File: config.mk
export PLATFORM = sky130hd
export DESIGN_NAME = bmc_edge_timing_4b5b_receiver_unit
export DESIGN_NICKNAME = d
export VERILOG_FILES = /design/src/rtl/core/bmc4b5b_pkg.sv /design/src/rtl/core/bmc4b5b_decode.sv /design/src/rtl/core/bmc4b5b_res_fifo.sv /design/src/rtl/core/bmc_edge_timing_4b5b_receiver_unit.sv
export SDC_FILE = /design/constraint.sdc
export NUM_CORES = 1
export LEC_CHECK = 0
export BUFFER_PORTS_ARGS = -buffer_cell sky130_fd_sc_hd__clkbuf_2
export CORE_MARGIN = 4
export CORE_UTILIZATION = 38
export DETAILED_ROUTE_END_ITERATION = 10
export SYNTH_ARGS = -nofsm -noshare
export SYNTH_HDL_FRONTEND = slang
export SYNTH_SLANG_ARGS = --single-unit
File: constraint.sdc
create_clock -name i_clk -period 6.25 [get_ports i_clk]
set_clock_uncertainty 0.2 [all_clocks]
set_input_delay 1.5625 -clock i_clk [delete_from_list [all_inputs] [get_ports i_clk]]
set_output_delay 1.5625 -clock i_clk [all_outputs]
set_load 0.01 [all_outputs]
File: src/rtl/core/bmc4b5b_pkg.sv
// shared types, codes and symbol table of the bmc edge timing 4b5b receiver
package bmc4b5b_pkg;

    // line patterns seen in the 32-entry gap window while hunting
    localparam logic [31:0] PAT_SOP        = 32'hC7E3_C78D;
    localparam logic [31:0] PAT_HARD_RESET = 32'hF33F_3F3F;
    localparam logic [31:0] PAT_CABLE_RST  = 32'h3C7F_E0FF;

    // symbol table codes outside the nibble range
    localparam logic [7:0] CODE_ERR = 8'h90;
    localparam logic [7:0] CODE_EOP = 8'hF0;

    localparam logic [7:0] THRESH_RESET = 8'd60;
    localparam logic [7:0] COUNT_MAX    = 8'hFF;

    // result queue depth
    localparam int RES_DEPTH = 4;
    localparam int RES_PTR_W = $clog2(RES_DEPTH);
    localparam int RES_CNT_W = $clog2(RES_DEPTH + 1);

    // 4b5b decode, first line bit in index bit 0
    localparam logic [7:0] SYM_TABLE [32] = '{
        CODE_ERR, CODE_ERR, CODE_ERR, CODE_ERR, CODE_ERR, CODE_ERR, CODE_ERR, CODE_ERR,
        CODE_ERR, 8'h01,    8'h04,    8'h05,    CODE_ERR, CODE_EOP, 8'h06,    8'h07,
        CODE_ERR, CODE_ERR, 8'h08,    8'h09,    8'h02,    8'h03,    8'h0A,    8'h0B,
        CODE_ERR, CODE_ERR, 8'h0C,    8'h0D,    8'h0E,    8'h0F,    8'h00,    CODE_ERR
    };

    typedef enum logic [1:0] {
        PH_HUNT   = 2'd0,
        PH_DECODE = 2'd1,
        PH_DONE   = 2'd2
    } t_phase;

    typedef enum logic [2:0] {
        KIND_DATA       = 3'd0,
        KIND_END        = 3'd1,
        KIND_HARD_RST   = 3'd2,
        KIND_CABLE_RST  = 3'd3,
        KIND_DEC_ERR    = 3'd4,
        KIND_UNFINISHED = 3'd5
    } t_kind;

    typedef struct packed {
        logic [7:0] edge_time;
        logic       capture_end;
    } t_edge_word;

    typedef struct packed {
        logic [2:0] kind;
        logic [7:0] data_byte;
        logic [7:0] byte_total;
        logic       done_res;
    } t_res_word;

    // results of one edge handed to the queue
    typedef struct packed {
        logic [1:0] count;
        t_res_word  res0;
        t_res_word  res1;
    } t_res_push;

endpackage

File: src/rtl/core/bmc4b5b_decode.sv
// edge gap classification, pattern hunt, bmc and 4b5b decode of one edge word
module bmc4b5b_decode (
    input  logic                   i_clk,
    input  logic                   i_rst_n,
    input  logic                   i_cfg_we,
    input  logic [7:0]             i_cfg_thr,
    input  logic                   i_go,
    input  bmc4b5b_pkg::t_edge_word i_word,
    output bmc4b5b_pkg::t_res_push o_push
);

    logic [7:0]          r_thr;
    bmc4b5b_pkg::t_phase r_phase, n_phase;
    logic                r_ref_valid, n_ref_valid;
    logic [7:0]          r_prev, n_prev;
    logic [31:0]         r_window, n_window;
    logic                r_skip, n_skip;
    logic [2:0]          r_bitpos, n_bitpos;
    logic [4:0]          r_sym, n_sym;
    logic [4:0]          r_held, n_held;
    logic [7:0]          r_cnt, n_cnt;

    logic [7:0]          w_gap;
    logic                w_short;
    logic [31:0]         w_hunt_win;
    logic [4:0]          w_sym_new;
    logic                w_sym_done;
    logic [7:0]          w_code;
    logic                w_code_data;
    logic [7:0]          w_cnt_inc;
    bmc4b5b_pkg::t_phase w_step_phase;
    logic [7:0]          w_step_cnt;

    bmc4b5b_pkg::t_res_word w_ev, w_unf;
    logic                   w_ev_valid, w_unf_valid;

    // threshold register
    always_ff @(posedge i_clk) begin
        if (!i_rst_n) begin
            r_thr <= bmc4b5b_pkg::THRESH_RESET;
        end else if (i_cfg_we) begin
            r_thr <= i_cfg_thr;
        end
    end

    // gap classification and symbol assembly
    assign w_gap       = i_word.edge_time - r_prev;
    assign w_short     = (w_gap < r_thr);
    assign w_hunt_win  = {w_short, r_window[31:1]};
    assign w_sym_new   = r_sym | (w_short ? (5'd1 << r_bitpos) : 5'd0);
    assign w_sym_done  = (r_bitpos == 3'd4);
    assign w_code      = bmc4b5b_pkg::SYM_TABLE[w_sym_new];
    assign w_code_data = (w_code[7:4] == 4'd0);
    assign w_cnt_inc   = (r_cnt == bmc4b5b_pkg::COUNT_MAX) ? r_cnt : r_cnt + 8'd1;

    // next state
    always_comb begin
        n_phase     = r_phase;
        n_ref_valid = r_ref_valid;
        n_prev      = r_prev;
        n_window    = r_window;
        n_skip      = r_skip;
        n_bitpos    = r_bitpos;
        n_sym       = r_sym;
        n_held      = r_held;
        n_cnt       = r_cnt;
        if (i_go) begin
            if (!r_ref_valid) begin
                n_ref_valid = 1'b1;
                n_prev      = i_word.edge_time;
            end else begin
                case (r_phase)
                    bmc4b5b_pkg::PH_HUNT: begin
                        n_prev   = i_word.edge_time;
                        n_window = w_hunt_win;
                        if (w_hunt_win == bmc4b5b_pkg::PAT_SOP) begin
                            n_phase  = bmc4b5b_pkg::PH_DECODE;
                            n_skip   = 1'b0;
                            n_bitpos = 3'd0;
                            n_sym    = 5'd0;
                            n_held   = 5'd0;
                            n_cnt    = 8'd0;
                        end else if (w_hunt_win == bmc4b5b_pkg::PAT_HARD_RESET ||
                                     w_hunt_win == bmc4b5b_pkg::PAT_CABLE_RST) begin
                            n_phase = bmc4b5b_pkg::PH_DONE;
                        end
                    end
                    bmc4b5b_pkg::PH_DECODE: begin
                        n_prev = i_word.edge_time;
                        if (r_skip) begin
                            n_skip = 1'b0;
                        end else begin
                            n_skip = w_short;
                            if (w_sym_done) begin
                                n_bitpos = 3'd0;
                                n_sym    = 5'd0;
                                if (!r_held[4]) begin
                                    if (w_code_data) begin
                                        n_held = {1'b1, w_code[3:0]};
                                    end else begin
                                        n_phase = bmc4b5b_pkg::PH_DONE;
                                    end
                                end else begin
                                    if (w_code_data) begin
                                        n_cnt = w_cnt_inc;
                                    end else begin
                                        n_phase = bmc4b5b_pkg::PH_DONE;
                                    end
                                    n_held = 5'd0;
                                end
                            end else begin
                                n_bitpos = r_bitpos + 3'd1;
                                n_sym    = w_sym_new;
                            end
                        end
                    end
                    default: begin
                    end
                endcase
            end
        end
        w_step_phase = n_phase;
        w_step_cnt   = n_cnt;
        // rearm after the last edge of a capture
        if (i_go && i_word.capture_end) begin
            n_phase     = bmc4b5b_pkg::PH_HUNT;
            n_ref_valid = 1'b0;
            n_prev      = 8'd0;
            n_window    = 32'd0;
            n_skip      = 1'b0;
            n_bitpos    = 3'd0;
            n_sym       = 5'd0;
            n_held      = 5'd0;
            n_cnt       = 8'd0;
        end
    end

    // result words
    always_comb begin
        w_ev_valid = 1'b0;
        w_ev       = '0;
        if (i_go && r_ref_valid) begin
            case (r_phase)
                bmc4b5b_pkg::PH_HUNT: begin
                    if (w_hunt_win == bmc4b5b_pkg::PAT_HARD_RESET) begin
                        w_ev_valid  = 1'b1;
                        w_ev.kind   = bmc4b5b_pkg::KIND_HARD_RST;
                        w_ev.done_res = 1'b1;
                    end else if (w_hunt_win == bmc4b5b_pkg::PAT_CABLE_RST) begin
                        w_ev_valid  = 1'b1;
                        w_ev.kind   = bmc4b5b_pkg::KIND_CABLE_RST;
                        w_ev.done_res = 1'b1;
                    end
                end
                bmc4b5b_pkg::PH_DECODE: begin
                    if (!r_skip && w_sym_done) begin
                        if (!r_held[4]) begin
                            if (!w_code_data) begin
                                w_ev_valid      = 1'b1;
                                w_ev.kind       = (w_code == bmc4b5b_pkg::CODE_EOP) ?
                                                  bmc4b5b_pkg::KIND_END :
                                                  bmc4b5b_pkg::KIND_DEC_ERR;
                                w_ev.byte_total = r_cnt;
                                w_ev.done_res   = 1'b1;
                            end
                        end else if (!w_code_data) begin
                            w_ev_valid      = 1'b1;
                            w_ev.kind       = bmc4b5b_pkg::KIND_DEC_ERR;
                            w_ev.byte_total = r_cnt;
                            w_ev.done_res   = 1'b1;
                        end else begin
                            w_ev_valid      = 1'b1;
                            w_ev.kind       = bmc4b5b_pkg::KIND_DATA;
                            w_ev.data_byte  = {w_code[3:0], r_held[3:0]};
                            w_ev.byte_total = w_cnt_inc;
                        end
                    end
                end
                default: begin
                end
            endcase
        end

        // unfinished status when a capture ends mid-packet or mid-hunt
        w_unf_valid = i_go && i_word.capture_end &&
                      (w_step_phase == bmc4b5b_pkg::PH_HUNT ||
                       w_step_phase == bmc4b5b_pkg::PH_DECODE);
        w_unf            = '0;
        w_unf.kind       = bmc4b5b_pkg::KIND_UNFINISHED;
        w_unf.byte_total = (w_step_phase == bmc4b5b_pkg::PH_DECODE) ? w_step_cnt : 8'd0;
        w_unf.done_res   = 1'b1;

        o_push.count = {1'b0, w_ev_valid} + {1'b0, w_unf_valid};
        o_push.res0  = w_ev_valid ? w_ev : w_unf;
        o_push.res1  = w_unf;
    end

    // state registers
    always_ff @(posedge i_clk) begin
        if (!i_rst_n) begin
            r_phase     <= bmc4b5b_pkg::PH_HUNT;
            r_ref_valid <= 1'b0;
            r_prev      <= 8'd0;
            r_window    <= 32'd0;
            r_skip      <= 1'b0;
            r_bitpos    <= 3'd0;
            r_sym       <= 5'd0;
            r_held      <= 5'd0;
            r_cnt       <= 8'd0;
        end else begin
            r_phase     <= n_phase;
            r_ref_valid <= n_ref_valid;
            r_prev      <= n_prev;
            r_window    <= n_window;
            r_skip      <= n_skip;
            r_bitpos    <= n_bitpos;
            r_sym       <= n_sym;
            r_held      <= n_held;
            r_cnt       <= n_cnt;
        end
    end

endmodule

File: src/rtl/core/bmc4b5b_res_fifo.sv
// result queue: takes up to two words a cycle, hands out one while i_stall is low
module bmc4b5b_res_fifo (
    input  logic                   i_clk,
    input  logic                   i_rst_n,
    input  bmc4b5b_pkg::t_res_push i_push,
    output logic                   o_room,
    output logic                   o_valid,
    output bmc4b5b_pkg::t_res_word o_word,
    input  logic                   i_stall
);

    bmc4b5b_pkg::t_res_word r_mem [bmc4b5b_pkg::RES_DEPTH];
    logic [bmc4b5b_pkg::RES_PTR_W-1:0] r_wr, n_wr;
    logic [bmc4b5b_pkg::RES_PTR_W-1:0] r_rd, n_rd;
    logic [bmc4b5b_pkg::RES_CNT_W-1:0] r_cnt, n_cnt;
    logic [bmc4b5b_pkg::RES_PTR_W-1:0] w_wr1;
    logic                              w_pop;

    // room for the two words one edge may give
    assign o_room  = (r_cnt <= bmc4b5b_pkg::RES_CNT_W'(bmc4b5b_pkg::RES_DEPTH - 2));
    assign o_valid = (r_cnt != '0);
    assign o_word  = r_mem[r_rd];
    assign w_pop   = o_valid && !i_stall;
    assign w_wr1   = r_wr + bmc4b5b_pkg::RES_PTR_W'(1);

    // pointer and fill count
    always_comb begin
        n_wr  = r_wr + bmc4b5b_pkg::RES_PTR_W'(i_push.count);
        n_rd  = w_pop ? r_rd + bmc4b5b_pkg::RES_PTR_W'(1) : r_rd;
        n_cnt = r_cnt + bmc4b5b_pkg::RES_CNT_W'(i_push.count)
                      - bmc4b5b_pkg::RES_CNT_W'(w_pop);
    end

    always_ff @(posedge i_clk) begin
        if (!i_rst_n) begin
            r_wr  <= '0;
            r_rd  <= '0;
            r_cnt <= '0;
        end else begin
            r_wr  <= n_wr;
            r_rd  <= n_rd;
            r_cnt <= n_cnt;
        end
    end

    // word storage
    always_ff @(posedge i_clk) begin
        if (i_push.count != 2'd0) begin
            r_mem[r_wr] <= i_push.res0;
        end
        if (i_push.count == 2'd2) begin
            r_mem[w_wr1] <= i_push.res1;
        end
    end

endmodule

File: src/rtl/core/bmc_edge_timing_4b5b_receiver_unit.sv
// top level of the bmc edge timing 4b5b receiver
//
//  channel   dir   handshake            word
//  in        in    i_in_valid/o_in_stall   edge_time, capture_end
//  out       out   o_out_valid/i_out_stall kind, data_byte, byte_total, done_res
//  cfg       in    i_cfg_valid/o_cfg_ready short_gap_threshold
//
// one edge word a cycle while o_in_stall is low; an edge is decoded when it sits in the input
// register and the queue has room, and its result words are registered in the queue before they are valid
// an edge gives at most two result words, which go through a four-word queue;
// the input register holds while the queue has fewer than two free places
// synchronous active-low reset clears the decoder state, threshold to 60 and
// empties the queue
module bmc_edge_timing_4b5b_receiver_unit (
    input  logic                    i_clk,
    input  logic                    i_rst_n,
    input  logic                    i_in_valid,
    input  bmc4b5b_pkg::t_edge_word i_in_word,
    output logic                    o_in_stall,
    output logic                    o_out_valid,
    output bmc4b5b_pkg::t_res_word  o_out_word,
    input  logic                    i_out_stall,
    input  logic                    i_cfg_valid,
    input  logic [7:0]              i_cfg_data,
    output logic                    o_cfg_ready
);

    logic                    r_in_valid, n_in_valid;
    bmc4b5b_pkg::t_edge_word r_in_word;
    logic                    w_room;
    logic                    w_go;
    logic                    w_accept;
    bmc4b5b_pkg::t_res_push  w_push;

    // input register handshake
    assign w_go        = r_in_valid && w_room;
    assign o_in_stall  = r_in_valid && !w_room;
    assign w_accept    = i_in_valid && !o_in_stall;
    assign o_cfg_ready = 1'b1;

    always_comb begin
        n_in_valid = r_in_valid;
        if (w_accept) begin
            n_in_valid = 1'b1;
        end else if (w_go) begin
            n_in_valid = 1'b0;
        end
    end

    always_ff @(posedge i_clk) begin
        if (!i_rst_n) begin
            r_in_valid <= 1'b0;
        end else begin
            r_in_valid <= n_in_valid;
        end
    end

    always_ff @(posedge i_clk) begin
        if (w_accept) begin
            r_in_word <= i_in_word;
        end
    end

    // decoder
    bmc4b5b_decode u_decode (
        .i_clk     (i_clk),
        .i_rst_n   (i_rst_n),
        .i_cfg_we  (i_cfg_valid),
        .i_cfg_thr (i_cfg_data),
        .i_go      (w_go),
        .i_word    (r_in_word),
        .o_push    (w_push)
    );

    // result queue
    bmc4b5b_res_fifo u_res_fifo (
        .i_clk   (i_clk),
        .i_rst_n (i_rst_n),
        .i_push  (w_push),
        .o_room  (w_room),
        .o_valid (o_out_valid),
        .o_word  (o_out_word),
        .i_stall (i_out_stall)
    );

endmodule

# Word level (Yosys, flattened, before mapping)
# Memory sizes are Yosys's and may differ from the RTL's. A register that Yosys moved wholly into a read port is not among the register bits.
# Index checks and enable logic that the tools add are counted.
[classes]
n_div = 0
n_reduce_logical = 29
order_cmp = 3
add_sub_neg = 9
muxes = 70
n_mul = 0
n_eq_ne = 14
bitwise_logic = 3
shift = 1
[op_table]
columns = ["op", "n"]
rows = [
  ["$mux 8", 15],
  ["$eq 32x32->1 const B", 2],
  ["$mux 20", 3],
  ["$mux 5", 8],
  ["$eq 32x30->1 const B", 1],
  ["$mux 3", 8],
  ["$mux 2", 10],
  ["$pmux 5 s2", 2],
  ["$mux 9", 2],
  ["$eq 8x8->1 const B", 2],
  ["$mux 16", 1],
  ["$pmux 8 s2", 1],
  ["$mux 1", 14],
  ["$pmux 3 s2", 2],
  ["$add 8x1->8 const B", 1],
  ["$logic_and 1x1->1", 8],
  ["$lt 8x8->1", 1],
  ["$sub 8x8->8", 1],
  ["$reduce_and 7->1", 1],
  ["$ge 6x6->1 const B", 1],
  ["$not 5->6", 1],
  ["$pmux 1 s2", 3],
  ["$reduce_and 6->1", 1],
  ["$reduce_bool 2->1", 3],
  ["27 further kinds", 37],
]
[word_totals]
ff_bits = 90
output_inout_bits = 23
elab_cells = 148
latch_bits = 0
mem_bits_ro = 256
mem_count = 2
in_bits = 22
mem_bits_rw = 80
[memory_table]
columns = ["name", "words", "width", "read_ports", "rd_ports_with_merged_regs", "wr", "line", "rtl"]
rows = [
  ["(name not given)", 32, 8, 1, 0, 0, "bmc4b5b_decode.sv:52", "assign w_code = bmc4b5b_pkg::SYM_TABLE[w_sym_new];"],
  ["u_res_fifo.r_mem", 4, 20, 1, 1, 2, "bmc4b5b_res_fifo.sv:12", "bmc4b5b_pkg::t_res_word r_mem [bmc4b5b_pkg::RES_DEPTH];"],
]

# Longest topological paths before layout
[logic_depth]
depth_word = 22
ltp_mapped = 31
ltp_nobuf = 29

# Modules after synthesis
# Synthesis repeated with hierarchy kept, for this count alone.
[unflattened]
hier_cells = 830
area_unflattened_um2 = 9093.7
[modules_own_cells]
columns = ["module", "area_each_um2", "n_inst", "cells_each", "seq_area_each_um2"]
rows = [
  ["bmc4b5b_decode", 4386.7, 1, 568, 1441.4],
  ["bmc4b5b_res_fifo", 4371.7, 1, 246, 2582.5],
  ["bmc_edge_timing_4b5b_receiver_unit", 335.3, 1, 16, 290.3],
]

# Least setup slack after synthesis
# Ideal clock, no wire load.
[synth_timing]
path_kind = "flip-flop to flip-flop"
start = "register r_in_word[1] (netlist name)"
end = "memory u_res_fifo.r_mem[0][19] (netlist name)"
setup_time_ns = 0.135
stages_incl_launch_ff = 29
required_ns = 5.915
path_buffers = 2
path_slack_ns = 0.607
period_less_slack_ns = 5.643
arrival_ns = 5.308
path_cell_list = "edfxtp_1 inv_1 ha_1 inv_1 fa_1 nand2_1 nand2_1 a21oi_1 o21bai_1 a21oi_1 xnor2_1 ha_1 nand2_1 a2bb2oi_1 a41o_1 buf_2 inv_1 ha_1 o21ai_2 o21ai_2 o31a_2 nor2b_2 ha_1 clkbuf_1 nor3_1 a21oi_1 inv_1 nor2_1 a21oi_1"
[synth_rtl]
columns = ["element", "line", "rtl"]
rows = [
  ["from (decl)", "bmc_edge_timing_4b5b_receiver_unit.sv:29", "bmc4b5b_pkg::t_edge_word r_in_word;"],
  ["from (signal assigned)", "bmc_edge_timing_4b5b_receiver_unit.sv:60", "r_in_word <= i_in_word;"],
  ["to (decl)", "bmc4b5b_res_fifo.sv:12", ""],
]

==> metrics.yaml <==
sta:
  hold_viol_final: 0
  timing.hold.ws_ns: 0.2453
  tns_ns: 0
  timing.final.crit_share_pct: 92.83
  slew_headroom_pct: 26.23
  min_period_ns: 5.802
  fmax_mhz: 172.4
  tightest_slew_ns: 1.103
  slew_violations: 0
  setup_viol: 0
power_and_ir_drop:
  switching_share_pct: 28.54
  p_seq_share_pct: 45.4
  pwr_density_cell_nw_per_um2: 290.0
  p_leak_uw: 0.003486
  max-vdd-ir-drop_v: 0.0001668
  p_switching_uw: 769.0
  p_int_uw: 1925
  p_comb_share_pct: 16.1
  finalPower_uw: 2694
  clock_power_share_pct: 38.5
routing:
  first_pass_iters: 5
  maxUsedRoutingLayer: "met4"
  num_vias: 6218
  wl_per_cell_um: 16.12
  route.detailed.drc: 0
  wl_met2_um: 9022
  dr_wl_met3_um: 698
  wl_met1_um: 8860
  drtIter0Drc: 358
  drtAntennaViolNets: 0
  viasPerCell: 5.328
  wirelength_um: 18810
cts:
  cts_made_buffers: 17
  htree_levels: 4
  clk_pin_slew_ns: 0.08
  clk_latency_ns: 0.43
  cts-root-buf: "clkbuf_16"
  tritoncts: "yes"
  clockBufferDepth: 2
  cts.sinks: 171
placed_design:
  dp_hpwl_um: 13260
  numPortBuffers: 43
  gp_congestion: 0.8782
  placedCellCount: 1135
floorplan:
  die_width_um: 154.3
  die_h_um: 154.3
  start_util_pct: 38.71
  core_area_um2: 21020
  row_count: 53
  dieArea_um2: 23820
  io_pins: 45
grt:
  antenna_found_initial: 0
  grt_pass1_vias: 6099
  gr-usage-all-layers_pct: 16.29
  grt-ovfl-total: 0
  grt_pass1_wl_um: 31530
  grt_max_degree: 57
synth:
  syn_area_per_cell_um2: 9.711
  synthSimpleGateAreaFrac_pct: 17.10
  synth-edff-count: 41
  synthFlopType: "dfxtp_1"
  synthCells: 838
  synthAdderAreaFrac_pct: 4.951
  synth_compound_area_share_pct: 17.45
  synth_cell_type_count: 73
  synth_area_um2: 8138
  syn-num-nets: 891
  yosysSeqAreaShare_pct: 47.11
  synth-xor-area-share_pct: 2.045
  ys_ff_latch: 171
  yosys_warnings: 0
  ys_async_sr_fraction_pct: 0
  synth_top_family_by_area: "compound AO/OA/AOI/OAI gates"
  synthMuxAreaShare_pct: 7.257
final_layout:
  layout.cells.non_filler: 1167
  nFillCells: 2048
  area_growth_pct: 14.15
  insertedDiodeCount: 0
  fin_nets: 932
  drive_gt1_share_pct: 15.47
setup_path:
  setup.worst_path.start_class: "flop"
  cp.arrival_ns: 5.86
  crit_fanout: 10
  worstPathRequired_ns: 6.30
  end_kind: "flop"
  critical_path_class: "reg -> reg"
outcome:
  outcome: "finished, final reports clean"
run:
  cap_violations: 0
min_path:
  hold_class: "reg -> reg"
-- cells by family (layout without fill, tap and decap cells) --
| group | count (synthesis) | count (layout) |
|---|---|---|
| compound gates | 207 | 207 |
| xor+xnor | 19 | 19 |
| fa+ha+maj | 31 | 31 |
| buf+inv | 83 | 137 |
| flops | 171 | 171 |
| mux | 34 | 34 |
| other cells | 1 | 1 |
| simple gates | 292 | 292 |
-- per-layer routing --
metal  vias to the layer above  global-route usage [%]
met3                        14                   3.442
met4                         0                   4.205
met2                       122                   26.60
met5                         -                       0
li1                       3100                       -
met1                      2982                   22.14
-- registers in the layout, summed over array words and instances (netlist names), named ones only --
signal	cells
u_res_fifo.r_mem	80
u_decode.r_window	31
u_res_fifo.r_rd	2
u_res_fifo.r_cnt	3
u_decode.r_prev	8
u_decode.r_bitpos	3
u_res_fifo.r_wr	2
u_decode.r_cnt	8
u_decode.r_ref_valid	1
u_decode.r_phase	2
u_decode.r_sym	5
r_in_word	9
r_in_valid	1
u_decode.r_skip	1
u_decode.r_thr	8
u_decode.r_held	5
-- final cells by class --
type	instances	area [um2]	share of cell area (%)
multi-input combinational	584	4016	43.24
sequential	171	3834	41.27
clock buffer	18	439.2	4.728
tap	275	344.1	3.704
timing repair buffer	58	327.8	3.529
inverter	47	176.4	1.899
clock inverter	14	151.4	1.630
-- synthesized netlist by cell type, drive strengths merged, types with 7 or more instances --
| cell | instances | area share (%) |
|---|---|---|
| nand3 | 15 | 0.92 |
| mux4 | 20 | 5.5 |
| mux2i | 14 | 1.7 |
| nor2b | 17 | 1.3 |
| nor3 | 14 | 1.2 |
| buf | 8 | 0.58 |
| dfxtp | 130 | 32 |
| and3 | 11 | 0.85 |
| inv | 47 | 2.2 |
| ha | 29 | 4.5 |
| nor2 | 65 | 3.0 |
| and2 | 12 | 0.92 |
| clkbuf | 28 | 1.3 |
| xor2 | 7 | 0.75 |
| o21ai | 21 | 1.4 |
| edfxtp | 41 | 15 |
| nand2 | 123 | 5.7 |
| xnor2 | 12 | 1.3 |
| a21oi | 66 | 4.2 |
| o211ai | 7 | 0.65 |
| a22o | 33 | 3.6 |
| o22ai | 34 | 2.6 |
-- worst max-delay path: stages, from the launching register on --
cell and delay, ns:
edfxtp_1 0.45, ha_1 0.32, a21oi_1 0.12, o21ai_1 0.10, a21oi_1 0.16, o21bai_1 0.10
a21o_1 0.18, a21oi_1 0.18, xnor2_1 0.09, ha_1 0.31, and4_1 0.22, o221ai_2 0.18
a41oi_1 0.51, a21o_1 0.18, o21ai_2 0.11, o21bai_2 0.20, a21oi_1 0.10, nor3_1 0.30
inv_1 0.08, ha_1 0.24, buf_4 0.18, nor2_1 0.30, nand2_1 0.09, o22ai_1 0.24
nand2_1 0.20, o22ai_1 0.25
-- worst paths after layout --
path | startpoint | to | slack, ns | cells after the start
hold / removal | u_res_fifo.r_mem[1][0] | u_res_fifo.r_mem[1][0] | 0.25 | 2
setup reg to reg | r_in_word[2] | u_res_fifo.r_mem[3][5] | 0.45 | 25
setup / recovery | r_in_word[2] | u_res_fifo.r_mem[3][5] | 0.45 | 25
hold reg to reg | u_res_fifo.r_mem[1][0] | u_res_fifo.r_mem[1][0] | 0.25 | 2
-- per-stage QoR --
step	setup slack, ns	cell area, um2	utilization, %
floorplan	0.6070	8138	-
global route	-0.01216	9289	44.19
CTS	0.1067	9255	44.03
detailed placement	0.1098	8665	41.22
global placement	0.2888	8665	41.22
finish	0.4483	9289	44.19
-- power groups by stage --
stage	Combinational, uW	Sequential, uW	Clock [uW]
global placement	434	1250	0
detailed placement	440	1250	0
finish	434	1220	1040
global route	495	1230	1110
CTS	443	1220	1060
floorplan	332	1230	0
-- cells in the final DEF, fill, tap and decap left out, types with 3 or more instances in the layout --
cell type  instances
dfxtp_1          130
nand2_1          122
a21oi_1           64
nor2_1            63
inv_1             46
clkbuf_2          43
edfxtp_1          41
o22ai_1           34
a22o_1            33
ha_1              29
mux4_2            20
clkbuf_16         17
nor2b_1           16
o21ai_0           16
nand3_1           15
buf_4             15
mux2i_1           14
xnor2_1           12
and3_1            11
and2_1            11
nor3_1             8
xor2_1             7
o211ai_1           7
or3_1              6
a21o_1             6
a21boi_0           5
nand4_1            5
nor3_2             5
a31oi_1            5
inv_8              4
o21ai_1            3
nand4b_1           3
nor4b_1            3
a211oi_2           3
clkinv_4           3
clkinv_8           3
-- what timing repair did --
item,4_1_cts,5_1_grt
setup buffers,0,0
hold buffers,0,0
gates resized for setup,0,8
endpoints found under the setup margin,0,54
hold endpoints to repair,0,0
No activity file was read; power rests on OpenSTA's default activity.
